### src/hw/rtl/pcfd_pkg.sv
package pcfd_pkg;

    typedef struct packed {
        logic        operation;
        logic [31:0] error_value;
        logic [31:0] time_step;
        logic [31:0] derivative_signal;
    } t_in_item;

    typedef struct packed {
        logic [31:0] drive_value;
        logic        step_invalid;
    } t_out_item;

    localparam logic [2:0] REG_GAIN_P      = 3'd0;
    localparam logic [2:0] REG_GAIN_I      = 3'd1;
    localparam logic [2:0] REG_GAIN_D      = 3'd2;
    localparam logic [2:0] REG_INT_LIMIT   = 3'd3;
    localparam logic [2:0] REG_INT_DBAND   = 3'd4;
    localparam logic [2:0] REG_ALPHA       = 3'd5;
    localparam logic [2:0] REG_OUT_LOW     = 3'd6;
    localparam logic [2:0] REG_OUT_HIGH    = 3'd7;

    localparam logic [16:0] Q_ONE = 17'h10000;
    localparam int DIV_STEPS = 49;

    // Datapath operation selected by the controller.
    typedef enum logic [3:0] {
        OP_NONE    = 4'd0,
        OP_LOAD    = 4'd1,
        OP_MUL_P   = 4'd2,
        OP_MUL_INC = 4'd3,
        OP_ACC     = 4'd4,
        OP_MUL_I   = 4'd5,
        OP_DIV_ST  = 4'd6,
        OP_DIV_IT  = 4'd7,
        OP_MIX_A   = 4'd8,
        OP_MIX_B   = 4'd9,
        OP_MIX_END = 4'd10,
        OP_MUL_D   = 4'd11,
        OP_SUM     = 4'd12,
        OP_CLAMP   = 4'd13,
        OP_CLEAR   = 4'd14,
        OP_INVALID = 4'd15
    } t_op;

    typedef struct packed {
        t_op op;
    } t_cmd;

    typedef struct packed {
        logic is_clear;
        logic dt_zero;
        logic first;
        logic div_done;
    } t_status;

    function automatic logic [31:0] sat32(input logic signed [65:0] x);
        logic [31:0] r;
        if (x > 66'sd2147483647) begin
            r = 32'h7fff_ffff;
        end else if (x < -66'sd2147483648) begin
            r = 32'h8000_0000;
        end else begin
            r = x[31:0];
        end
        return r;
    endfunction

endpackage

### src/hw/rtl/pcfd_ctrl.sv
module pcfd_ctrl import pcfd_pkg::*; (
    input  logic    i_clk,
    input  logic    i_rst_n,
    input  logic    i_in_valid,
    output logic    o_in_stall,
    output logic    o_out_valid,
    input  logic    i_out_stall,
    input  t_status i_status,
    output t_cmd    o_cmd
);

    typedef enum logic [11:0] {
        S_IDLE  = 12'b0000_0000_0001,
        S_DEC   = 12'b0000_0000_0010,
        S_P     = 12'b0000_0000_0100,
        S_INC   = 12'b0000_0000_1000,
        S_ACC   = 12'b0000_0001_0000,
        S_I     = 12'b0000_0010_0000,
        S_DIV   = 12'b0000_0100_0000,
        S_MIXA  = 12'b0000_1000_0000,
        S_MIXB  = 12'b0001_0000_0000,
        S_D     = 12'b0010_0000_0000,
        S_SUM   = 12'b0100_0000_0000,
        S_OUT   = 12'b1000_0000_0000
    } t_state;

    t_state r_state, n_state;
    logic   r_sub, n_sub;

    assign o_in_stall  = (r_state != S_IDLE);
    assign o_out_valid = (r_state == S_OUT);

    always_comb begin
        n_state  = r_state;
        n_sub    = r_sub;
        o_cmd.op = OP_NONE;
        case (r_state)
            S_IDLE: begin
                if (i_in_valid) begin
                    o_cmd.op = OP_LOAD;
                    n_state  = S_DEC;
                end
            end
            S_DEC: begin
                if (i_status.is_clear) begin
                    o_cmd.op = OP_CLEAR;
                    n_state  = S_OUT;
                end else if (i_status.dt_zero) begin
                    o_cmd.op = OP_INVALID;
                    n_state  = S_OUT;
                end else begin
                    o_cmd.op = OP_MUL_P;
                    n_state  = S_INC;
                end
            end
            S_INC: begin
                o_cmd.op = OP_MUL_INC;
                n_state  = S_ACC;
            end
            S_ACC: begin
                o_cmd.op = OP_ACC;
                n_state  = S_I;
            end
            S_I: begin
                o_cmd.op = OP_MUL_I;
                n_sub    = 1'b0;
                n_state  = i_status.first ? S_D : S_DIV;
            end
            S_DIV: begin
                if (!r_sub) begin
                    o_cmd.op = OP_DIV_ST;
                    n_sub    = 1'b1;
                end else if (i_status.div_done) begin
                    o_cmd.op = OP_MIX_A;
                    n_state  = S_MIXA;
                end else begin
                    o_cmd.op = OP_DIV_IT;
                end
            end
            S_MIXA: begin
                o_cmd.op = OP_MIX_B;
                n_state  = S_MIXB;
            end
            S_MIXB: begin
                o_cmd.op = OP_MIX_END;
                n_state  = S_D;
            end
            S_D: begin
                o_cmd.op = OP_MUL_D;
                n_state  = S_SUM;
            end
            S_SUM: begin
                o_cmd.op = OP_SUM;
                n_state  = S_P;
            end
            S_P: begin
                o_cmd.op = OP_CLAMP;
                n_state  = S_OUT;
            end
            S_OUT: begin
                if (!i_out_stall) begin
                    n_state = S_IDLE;
                end
            end
            default: n_state = S_IDLE;
        endcase
    end

    always_ff @(posedge i_clk) begin
        if (!i_rst_n) begin
            r_state <= S_IDLE;
            r_sub   <= 1'b0;
        end else begin
            r_state <= n_state;
            r_sub   <= n_sub;
        end
    end

endmodule

### config.mk
export PLATFORM = sky130hd
export DESIGN_NAME = pcfd_ctrl
export DESIGN_NICKNAME = d
export VERILOG_FILES = /design/src/hw/rtl/pcfd_pkg.sv /design/src/hw/rtl/pcfd_ctrl.sv
export SDC_FILE = /design/constraint.sdc
export NUM_CORES = 1
export LEC_CHECK = 0
export ABC_CLOCK_PERIOD_IN_PS = 3500
export BUFFER_PORTS_ARGS = -buffer_cell sky130_fd_sc_hd__buf_2
export CORE_MARGIN = 2
export CORE_UTILIZATION = 50
export CTS_CLUSTER_SIZE = 40
export DETAILED_ROUTE_END_ITERATION = 16
export GPL_TIMING_DRIVEN = 0
export PLACE_DENSITY = 0.72
export SLEW_MARGIN = 5
export SYNTH_ARGS = -nofsm -noshare
export SYNTH_HDL_FRONTEND = slang
export SYNTH_SLANG_ARGS = --single-unit
### constraint.sdc
create_clock -name i_clk -period 3.5 [get_ports i_clk]
set_input_delay 0.7 -clock i_clk [delete_from_list [all_inputs] [get_ports i_clk]]
set_output_delay 0.7 -clock i_clk [all_outputs]
set_load 0.005 [all_outputs]
After elaboration in Yosys (flattened, before gate mapping)
Cells that the tools add are included.
- equality and inequality tests: 17
- muxes and demuxes: 15
- reduce and logical (&&, ||, !) cells: 2
- operators by type and width (cell ; number):
    12-bit one-hot mux with 12 select lines ; 1
    12-bit 2-to-1 mux ; 6
    4-bit one-hot mux with 11 select lines ; 1
    4-bit 2-to-1 mux ; 4
    12-bit by 1-bit == test with 1-bit output (second input constant) ; 1
    12-bit by 10-bit == test with 1-bit output (second input constant) ; 1
    12-bit by 11-bit == test with 1-bit output (second input constant) ; 1
    12-bit == test (second input constant) ; 1
    12-bit by 2-bit == test with 1-bit output (second input constant) ; 1
    12-bit by 3-bit == test with 1-bit output (second input constant) ; 1
    12-bit by 4-bit == test with 1-bit output (second input constant) ; 1
    12-bit by 5-bit == test with 1-bit output (second input constant) ; 1
    12-bit by 6-bit == test with 1-bit output (second input constant) ; 1
    12-bit by 7-bit == test with 1-bit output (second input constant) ; 1
    12-bit by 8-bit == test with 1-bit output (second input constant) ; 1
    12-bit by 9-bit == test with 1-bit output (second input constant) ; 1
    12-bit by 1-bit != test with 1-bit output (second input constant) ; 1
    10-bit 2-to-1 mux ; 1
    2-bit != test (second input constant) ; 4
    4-bit AND reduction ; 1
    1-bit one-hot mux with 2 select lines ; 1
    2-bit nonzero test ; 1
    1-bit 2-to-1 mux ; 1
- register bits: 13
- word-level logic and storage cells: 36

Longest topological paths before layout
Gate-level depths: netlist of run 1.
- word-level depth: 3
- mapped depth: 5
- gate-level depth less buffers: 4

Worst setup path before layout of run 1
No wires, ideal clock.
- path kind: reg-to-output
- from: reg r_state[3]
- to: out o_cmd[3] (netlist name)
- arrival time: 1541 ps
- data required time: 2800 ps
- setup slack: 1259 ps
- stages on the path, launching flop included: 6
- path through: dfxtp_1 -> clkbuf_1 -> or4b_2 -> nor3b_1 -> o21ai_0 -> o311ai_0
- RTL lines (element ; RTL line ; RTL):
    start, declared ; pcfd_ctrl.sv:27 ; t_state r_state, n_state;
    start signal, assigned ; pcfd_ctrl.sv:114 ; r_state <= n_state;
    end, declared ; pcfd_ctrl.sv:9 ; output t_cmd o_cmd

==> flow_summary.toml, run 1 <==
[die]
num_io_pins = 14
start_util_pct = 51.6
core_sq_um = 1670
fp-row-count = 15
die_h_um = 45.5
die_width_um = 45.5
dieArea_sq_um = 2070

[flow_run]
drv_cap = 0

[sta]
max_freq_ghz = 0.343
hold_viol_final = 0
fin_tns_setup_ps = 0
holdWs_ps = 514
tightest_slew_ps = 567
setup_slack_ps = 583
slew_violations = 0
clock_skew_ps = 0.884
setup_viol = 0
min_period_ps = 2920
rsz0062_at_grt = "false"
relSlewSlack_pct = 62.1
post-route-period-util_pct = 83.3

[clock_tree]
hold_buffers = 0
clockBufferDepth = 2
cts_buffers = 3
cts_root_buffer = "clkbuf_4"
path_clk_slew_ps = 80
clkLatencyLatePin_ps = 280
cts_sinks = 13
ctsResizeCount = 0
htreeDepth = 1
cts_tree = "yes"
cts_setup_buffers = 0

[critical_path]
crit_fanout = 8
cp_data_arrival_time_ps = 2220
endpoint_kind = "primary output"
r2r-start = "r_state[4]"
setup.worst_path.class = "register to primary output"
start_kind = "register"
required_ps = 2800
crit_start = "r_state[3]"

[place]
gp_congestion = 0.823
pre_cts_ws_ps = 937
hpwl_um = 1470
dp_cells = 126
place_area_sq_um = 948
portBuffers = 13

[worst_hold_path]
hold_path_class = "register to register"
min_from = "r_sub"

[grt]
grt_pass1_vias = 731
antenna_found_initial = 0
grt_pass1_wl_um = 3320
grt_max_degree = 10
grt.overflow.total = 0
track_usage_pct = 22.0

[synthesis]
ys_seq_elements = 13
synth_edf_count = 0
syn_area_sq_um = 862
synth_nets = 104
synth_top_area_share_pct = 30.2
ys_seq_area_share_pct = 30.2
synth.area.top_cells = "dfxtp_1 (30%), nor4_4 (7.4%), nor2_1 (3.5%)"
yosysMostFrequentCell = "dfxtp_1"
synth_cell_types = 40
syn_avg_cell_area_sq_um = 8.98
synth_warnings = 0
synthCells = 96
async_flop_share_pct = 0
yosys-top-cells-count = "dfxtp_1 (13), nor2_1 (8), a21oi_1 (4), nand2_1 (4), nor3_1 (4)"
synth_flop_cell = "dfxtp_1"
synth_area_leader_cell = "dfxtp_1"

[final_layout]
final_util_pct = 58.4
insertedDiodeCount = 0
nets = 122
final_area_sq_um = 975
drive_gt1_share_pct = 24.8
instances_no_fill = 130
area_delta_synth_final_pct = 13.1

[drt]
wire_per_inst_um = 15.6
vias = 823
drcViolationCount = 0
drt_first_pass_iters = 4
vias_per_cell = 6.33
wl_um = 2030
first_iter_violations = 35
ant_nets = 0

[power]
p_per_area_nw_per_um2 = 314
peakVddDrop_mv = 0.194
power_mw = 0.306
p_leak_nw = 0.379

[run_status]
status = "finished clean"
## power by group
| part | switching, mW | internal [mW] | leakage, nW | total (mW) |
|---|---|---|---|---|
| clock network | 0.0525 | 0.0442 | 0.0150 | 0.0967 |
| logic | 0.0276 | 0.0253 | 0.259 | 0.0529 |
| registers | 0.00610 | 0.150 | 0.105 | 0.157 |
## logic make-up after synthesis
logic type	share of synthesized area, %
buffers and inverters	2.90
DFF	30.2
xor gates and xnor gates	5.08
AOI/OAI and AO/OA	18.7
and+or+nand+nor	43.1
## worst paths after layout
kind | endpoint | slack, ps | cells after the start
max | o_cmd[3] | 580 | 6
min | r_sub | 510 | 2
max reg2reg | r_state[4] | 1460 | 5
min reg2reg | r_sub | 510 | 2
## registers in the layout, indices dropped and copies added (netlist names)
register	cells
r_state	12
r_sub	1
## placed cells by master, fill, tap and decap left out, drive strengths merged, types with 4 or more instances in the layout
cell    instances
nor2            8
dfxtp          13
nor3            4
a21oi           4
clkbuf          5
nand2           5
buf            15
## per-layer routing
layer  vias up  routed length [um]  GRT usage, %
li1        408                   -             -
met1       381                 963          31.2
met2        28                 909          33.0
met3         6                 111          3.57
met4         0                  44          8.82
met5         -                   0             0
## critical path, stage by stage, from the launching register on
cell      delay, ps
dfxtp_1         300
clkbuf_1        210
or4b_2          690
nor3b_1         210
o21ai_0         140
o311ai_0        190
buf_2           190
## layout make-up
type	instances	area, sq um
Fill cell	159	696
Multi-Input combinational cell	77	577
Sequential cell	13	260
Timing Repair Buffer	13	65.1
Clock buffer	4	26.3
Tap cell	17	21.3
Buffer	3	13.8
Inverter	3	11.3
No activity file was read; power rests on OpenSTA's default activity.
==> run 2: changes to the inputs <==
ABC_CLOCK_PERIOD_IN_PS = 2900   (was 3500)
clock period = 2.9 ns   (was 3.5 ns; I/O delays follow)
==> run 2 against run 1 <==
Compared with the run above:
- utilization increased by 1.8 points
- clock skew about the same
- highest routed layer unchanged
- non-clock buffer count increased by 4
- combinational power increased by 23%
- largest power group unchanged
- critical path type unchanged
- cell count increased by 3.1%
- clock power increased by 20%
- sequential cell count unchanged
==> flow_summary.toml, run 2 (synthesized netlist as in run 1, its figures left out) <==
[critical_path]
path_depth = 6
endpoint_kind = "primary output"
cp_data_arrival_time_ps = 2210
r2r_cells = 5
crit_chain = "clkbuf_1 -> or4b_2 -> nor3b_1 -> o21ai_0 -> o311ai_0 -> buf_2"
required_ps = 2320
start_kind = "register"
setup.worst_path.class = "register to primary output"
slowest_delay_ps = 690
cp_slowest_cell = "or4b_2"
crit_fanout = 8
crit_buf_inv = 2
path_delay_family = "simple AND/OR/NAND/NOR gates"

[die]
dieArea_sq_um = 2070
core_sq_um = 1670
die_width_um = 45.5
num_io_pins = 14
die_h_um = 45.5
start_util_pct = 51.6
fp-row-count = 15

[final_layout]
top_regs = "r_state (12), r_sub (1)"
largest_register = "r_state"
most-common-layout-cells = "buf_2 (15), dfxtp_1 (13), nor2_1 (8)"
area_delta_synth_final_pct = 16.5
layout_commonest_cell = "buf_2"
largest_register_ffs = 12
final_area_sq_um = 1000
drive_gt1_share_pct = 27.4
nets = 126
insertedDiodeCount = 0

[place]
place_area_sq_um = 948
hpwl_um = 1470
portBuffers = 13
gp_congestion = 0.823
pre_cts_ws_ps = 457

[sta]
clock_skew_ps = 0.644
setup_slack_ps = 113
slew_violations = 0
tightest_slew_ps = 553
fin_tns_setup_ps = 0
post-route-period-util_pct = 96.1
setup_viol = 0
max_freq_ghz = 0.359
hold_viol_final = 0
relSlewSlack_pct = 63.0
min_period_ps = 2790
rsz0062_at_grt = "false"

[grt]
grt_pass1_vias = 731
antenna_found_initial = 0
grt_pass1_wl_um = 3320
track_usage_pct = 22.0
grt_max_degree = 10
grt.overflow.total = 0

[power]
p_leak_nw = 0.396
p_per_area_nw_per_um2 = 368
peakVddDrop_mv = 0.234

[worst_hold_path]
hold_path_class = "primary input to register"
whs_path_depth = 2

[drt]
vias_per_cell = 6.25
first_iter_violations = 26
drcViolationCount = 0
drt_first_pass_iters = 4
wire_per_inst_um = 15.3
wl_um = 2050
ant_nets = 0
vias = 838

[clock_tree]
cts_sinks = 13
path_clk_slew_ps = 80
ctsResizeCount = 0
clkLatencyLatePin_ps = 270
cts_tree = "yes"
cts_buffers = 3
htreeDepth = 1
cts_root_buffer = "clkbuf_4"
clockBufferDepth = 2

[flow_run]
drv_cap = 0

[run_status]
status = "finished clean"
==> run 2: changes by cell type in the layout (fill, tap and decap cells not counted), sizes merged <==
cell / change
buf: +4
==> run 2: layout make-up <==
| type | instances | area, sq um |
|---|---|---|
| Inverter | 3 | 11.3 |
| Tap cell | 17 | 21.3 |
| Fill cell | 158 | 666 |
| Buffer | 3 | 13.8 |
| Multi-Input combinational cell | 77 | 577 |
| Timing Repair Buffer | 17 | 95.1 |
| Clock buffer | 4 | 26.3 |
| Sequential cell | 13 | 260 |
==> run 2: path summary, 6_finish.rpt <==
check	from	endpoint	slack, ps
max reg2reg	r_state[2]	r_state[4]	900
min	i_status[2]	r_state[3]	490
min reg2reg	r_sub	r_sub	510
max	r_state[3]	o_cmd[3]	110
==> run 2: through the flow <==
step                      util [%]  total power, mW  instances  hold slack, ps
after detailed placement      56.8            0.256        126             500
after global placement        56.8            0.255        126             497
after CTS                     58.4            0.370        130             494
final                         60.1            0.370        134             493
after floorplan                  -            0.235         96             470
after global routing          60.1            0.390        134             481
==> run 2: timing repair <==
item / CTS / global route
buffers inserted: 0 / 4
hold buffers: 0 / 0
setup endpoints to repair: 0 / 2
==> run 2: power by group <==
part	internal, mW	switching [mW]
logic	0.0316	0.0334
clock network	0.0533	0.0624
registers	0.182	0.00737
==> run 2: per-layer routing <==
layer | track usage, % | vias to the layer above | share of wire, %
met3 | 3.57 | 4 | 4.7
met1 | 31.2 | 385 | 47
met4 | 8.82 | 0 | 1.5
met5 | 0 | - | 0
li1 | - | 420 | -
met2 | 33.0 | 29 | 47
==> run 3: changes to the inputs <==
--- a/config.mk
+++ b/config.mk
@@ -8,10 +8,12 @@
 export ABC_CLOCK_PERIOD_IN_PS = 2900
 export BUFFER_PORTS_ARGS = -buffer_cell sky130_fd_sc_hd__buf_2
-export CORE_MARGIN = 2
-export CORE_UTILIZATION = 50
+export CELL_PAD_IN_SITES_DETAIL_PLACEMENT = 0
+export CELL_PAD_IN_SITES_GLOBAL_PLACEMENT = 1
+export CORE_MARGIN = 1
+export CORE_UTILIZATION = 41
 export CTS_CLUSTER_SIZE = 40
 export DETAILED_ROUTE_END_ITERATION = 16
 export GPL_TIMING_DRIVEN = 0
-export PLACE_DENSITY = 0.72
+export PLACE_DENSITY_LB_ADDON = 0.1
 export SLEW_MARGIN = 5
 export SYNTH_ARGS = -nofsm -noshare
==> constraint.sdc (replaced) <==
create_clock -name i_clk -period 2.9 [get_ports i_clk]
set_input_delay 0.145 -clock i_clk [delete_from_list [all_inputs] [get_ports i_clk]]
set_output_delay 0.145 -clock i_clk [all_outputs]
set_load 0.005 [all_outputs]
==> run 3 against run 2 <==
Compared with the run above:
- utilization is 9.8 points lower
- power is essentially flat
- sequential share of layout area grew 0.46 points
- critical path depth stayed put
- non-clock buffer count fell by 4
- first-iteration DRC count down 54%
- wire length is 0.19% lower
- global-route usage shrank 1.7 points
- clock-buffer cell count is the same
==> flow_summary.toml, run 3 (synthesized netlist as in run 1, its figures left out) <==
[grt]
track_usage_pct = 20.3
grt.overflow.total = 0
use_met3_pct = 3.40
use_met1_pct = 27.8
top_usage_layer = "met2"
grt_util_met2_pct = 31.9
grt_max_degree = 10
grt_pass1_vias = 674
grt_pass1_wl_um = 3190
antenna_found_initial = 0

[clock_tree]
cts_setup_buffers = 0
htreeDepth = 1
clockBufferDepth = 2
cts_root_buffer = "clkbuf_4"
hold_buffers = 0
path_clk_slew_ps = 90
cts_tree = "yes"
cts_buffers = 3
ctsResizeCount = 0
clkLatencyLatePin_ps = 280
cts_sinks = 13

[final_layout]
num-fill-cells = 220
largest_register = "r_state"
largest_register_ffs = 12
insertedDiodeCount = 0
final_util_pct = 50.3
most-common-layout-cells = "buf_2 (15), dfxtp_1 (13), nor2_1 (8)"
top_regs = "r_state (12), r_sub (1)"
nets = 122
drive_gt1_share_pct = 24.8
layout_commonest_cell = "buf_2"
area_delta_synth_final_pct = 14.5

[critical_path]
r2r_slack_ps = 860
crit_fanout = 8
crit_start = "r_state[3]"
start_kind = "register"
cp_slowest_cell = "or4b_2"
r2r_cells = 5
required_ps = 2760
slowest_delay_ps = 690
crit_path_end = "o_cmd[3]"
r2r-start = "r_state[4]"
crit_chain = "clkbuf_1 -> or4b_2 -> nor3b_1 -> o21ai_0 -> o311ai_0 -> buf_2"
cp_data_arrival_time_ps = 2200
setup.worst_path.class = "register to primary output"
r2r-end = "r_state[4]"
endpoint_kind = "primary output"

[die]
start_util_pct = 43.9
fp-row-count = 16
die_h_um = 47.9
die_width_um = 47.9
dieArea_sq_um = 2290
core_sq_um = 1960
num_io_pins = 14

[sta]
relSlewSlack_pct = 62.2
setup_viol = 0
tightest_slew_ps = 564
post-route-period-util_pct = 80.8
min_period_ps = 2340
hold_viol_final = 0
max_freq_ghz = 0.427
rsz0062_at_grt = "false"
slew_violations = 0
fin_tns_setup_ps = 0
clock_skew_ps = 9.64

[drt]
vias = 814
drt_first_pass_iters = 4
vias_per_cell = 5.81
drcViolationCount = 0
wire_per_inst_um = 14.6
first_iter_violations = 12
ant_nets = 0
wl_um = 2050

[power]
sw_frac_of_total_pct = 28.2
pwr-share-comb_pct = 17.3
p_clk_share_pct = 31.7
power_mw = 0.370
p_per_area_nw_per_um2 = 374
peakVddDrop_mv = 0.272
p_sw_mw = 0.104
seqPwrFrac_pct = 51.0
intPower_mw = 0.265
p_leak_nw = 0.379

[flow_run]
drv_cap = 0

[place]
gp_congestion = 0.761
hpwl_um = 1530
portBuffers = 13

[worst_hold_path]
hold_path_class = "primary input to register"

[run_status]
status = "finished clean"
run 3: cell count changes in the layout (fill, tap and decap cells not counted), sizes merged:
| cell | before | now |
|---|---|---|
| buf | 19 | 15 |
run 3: worst min path at each step:
| stage | from | to | cells past startpoint |
|---|---|---|---|
| after global routing | i_status[2] | r_state[3] | 2 |
| after detailed placement | i_status[2] | r_state[3] | 2 |
| after CTS | i_status[2] | r_state[3] | 2 |
| after floorplan | i_status[2] | r_state[3] | 1 |
| final | i_status[2] | r_state[3] | 2 |
| after global placement | i_status[2] | r_state[3] | 2 |
run 3: per-layer routing:
metal | part of all wire (%) | vias to the layer above
li1 | - | 410
met1 | 49 | 373
met2 | 45 | 23
met3 | 4.2 | 8
met4 | 1.9 | 0
met5 | 0 | -
run 3: worst max-delay path: cells and delay by family, from the launching register on:
family	cells	cell delay (ps)
compound gates	2	310
buf+inv	2	400
simple gates	2	900
flops	1	310
run 3: power groups by stage:
stage	combinational [mW]	clock (mW)	sequential (mW)
2_1_floorplan	0.0436	0	0.191
3_5_place_dp	0.0639	0	0.193
6_report	0.0638	0.117	0.189
3_3_place_gp	0.0637	0	0.193
4_1_cts	0.0640	0.119	0.189
5_1_grt	0.0712	0.129	0.190
run 3: metrics by stage:
stage / setup WS (ps) / hold WS [ps] / std cells / instance area (sq um)
after detailed placement: 864 / 350 / 136 / 961
after CTS: 567 / 46.3 / 140 / 987
after global placement: 846 / 346 / 136 / 961
after global routing: 310 / 45.7 / 140 / 987
after floorplan: 1210 / 222 / 96 / 862
final: 556 / 47.2 / 140 / 987
run 3: final cells by class:
type,instances,area (sq um),share of cell area (%)
clock buffers,4,26.3,2.66
well taps,27,33.8,3.42
flip-flops and latches,13,260,26.4
multi-input cells,77,577,58.4
plain buffers,3,13.8,1.39
inverters,3,11.3,1.14
repair buffers,13,65.1,6.59
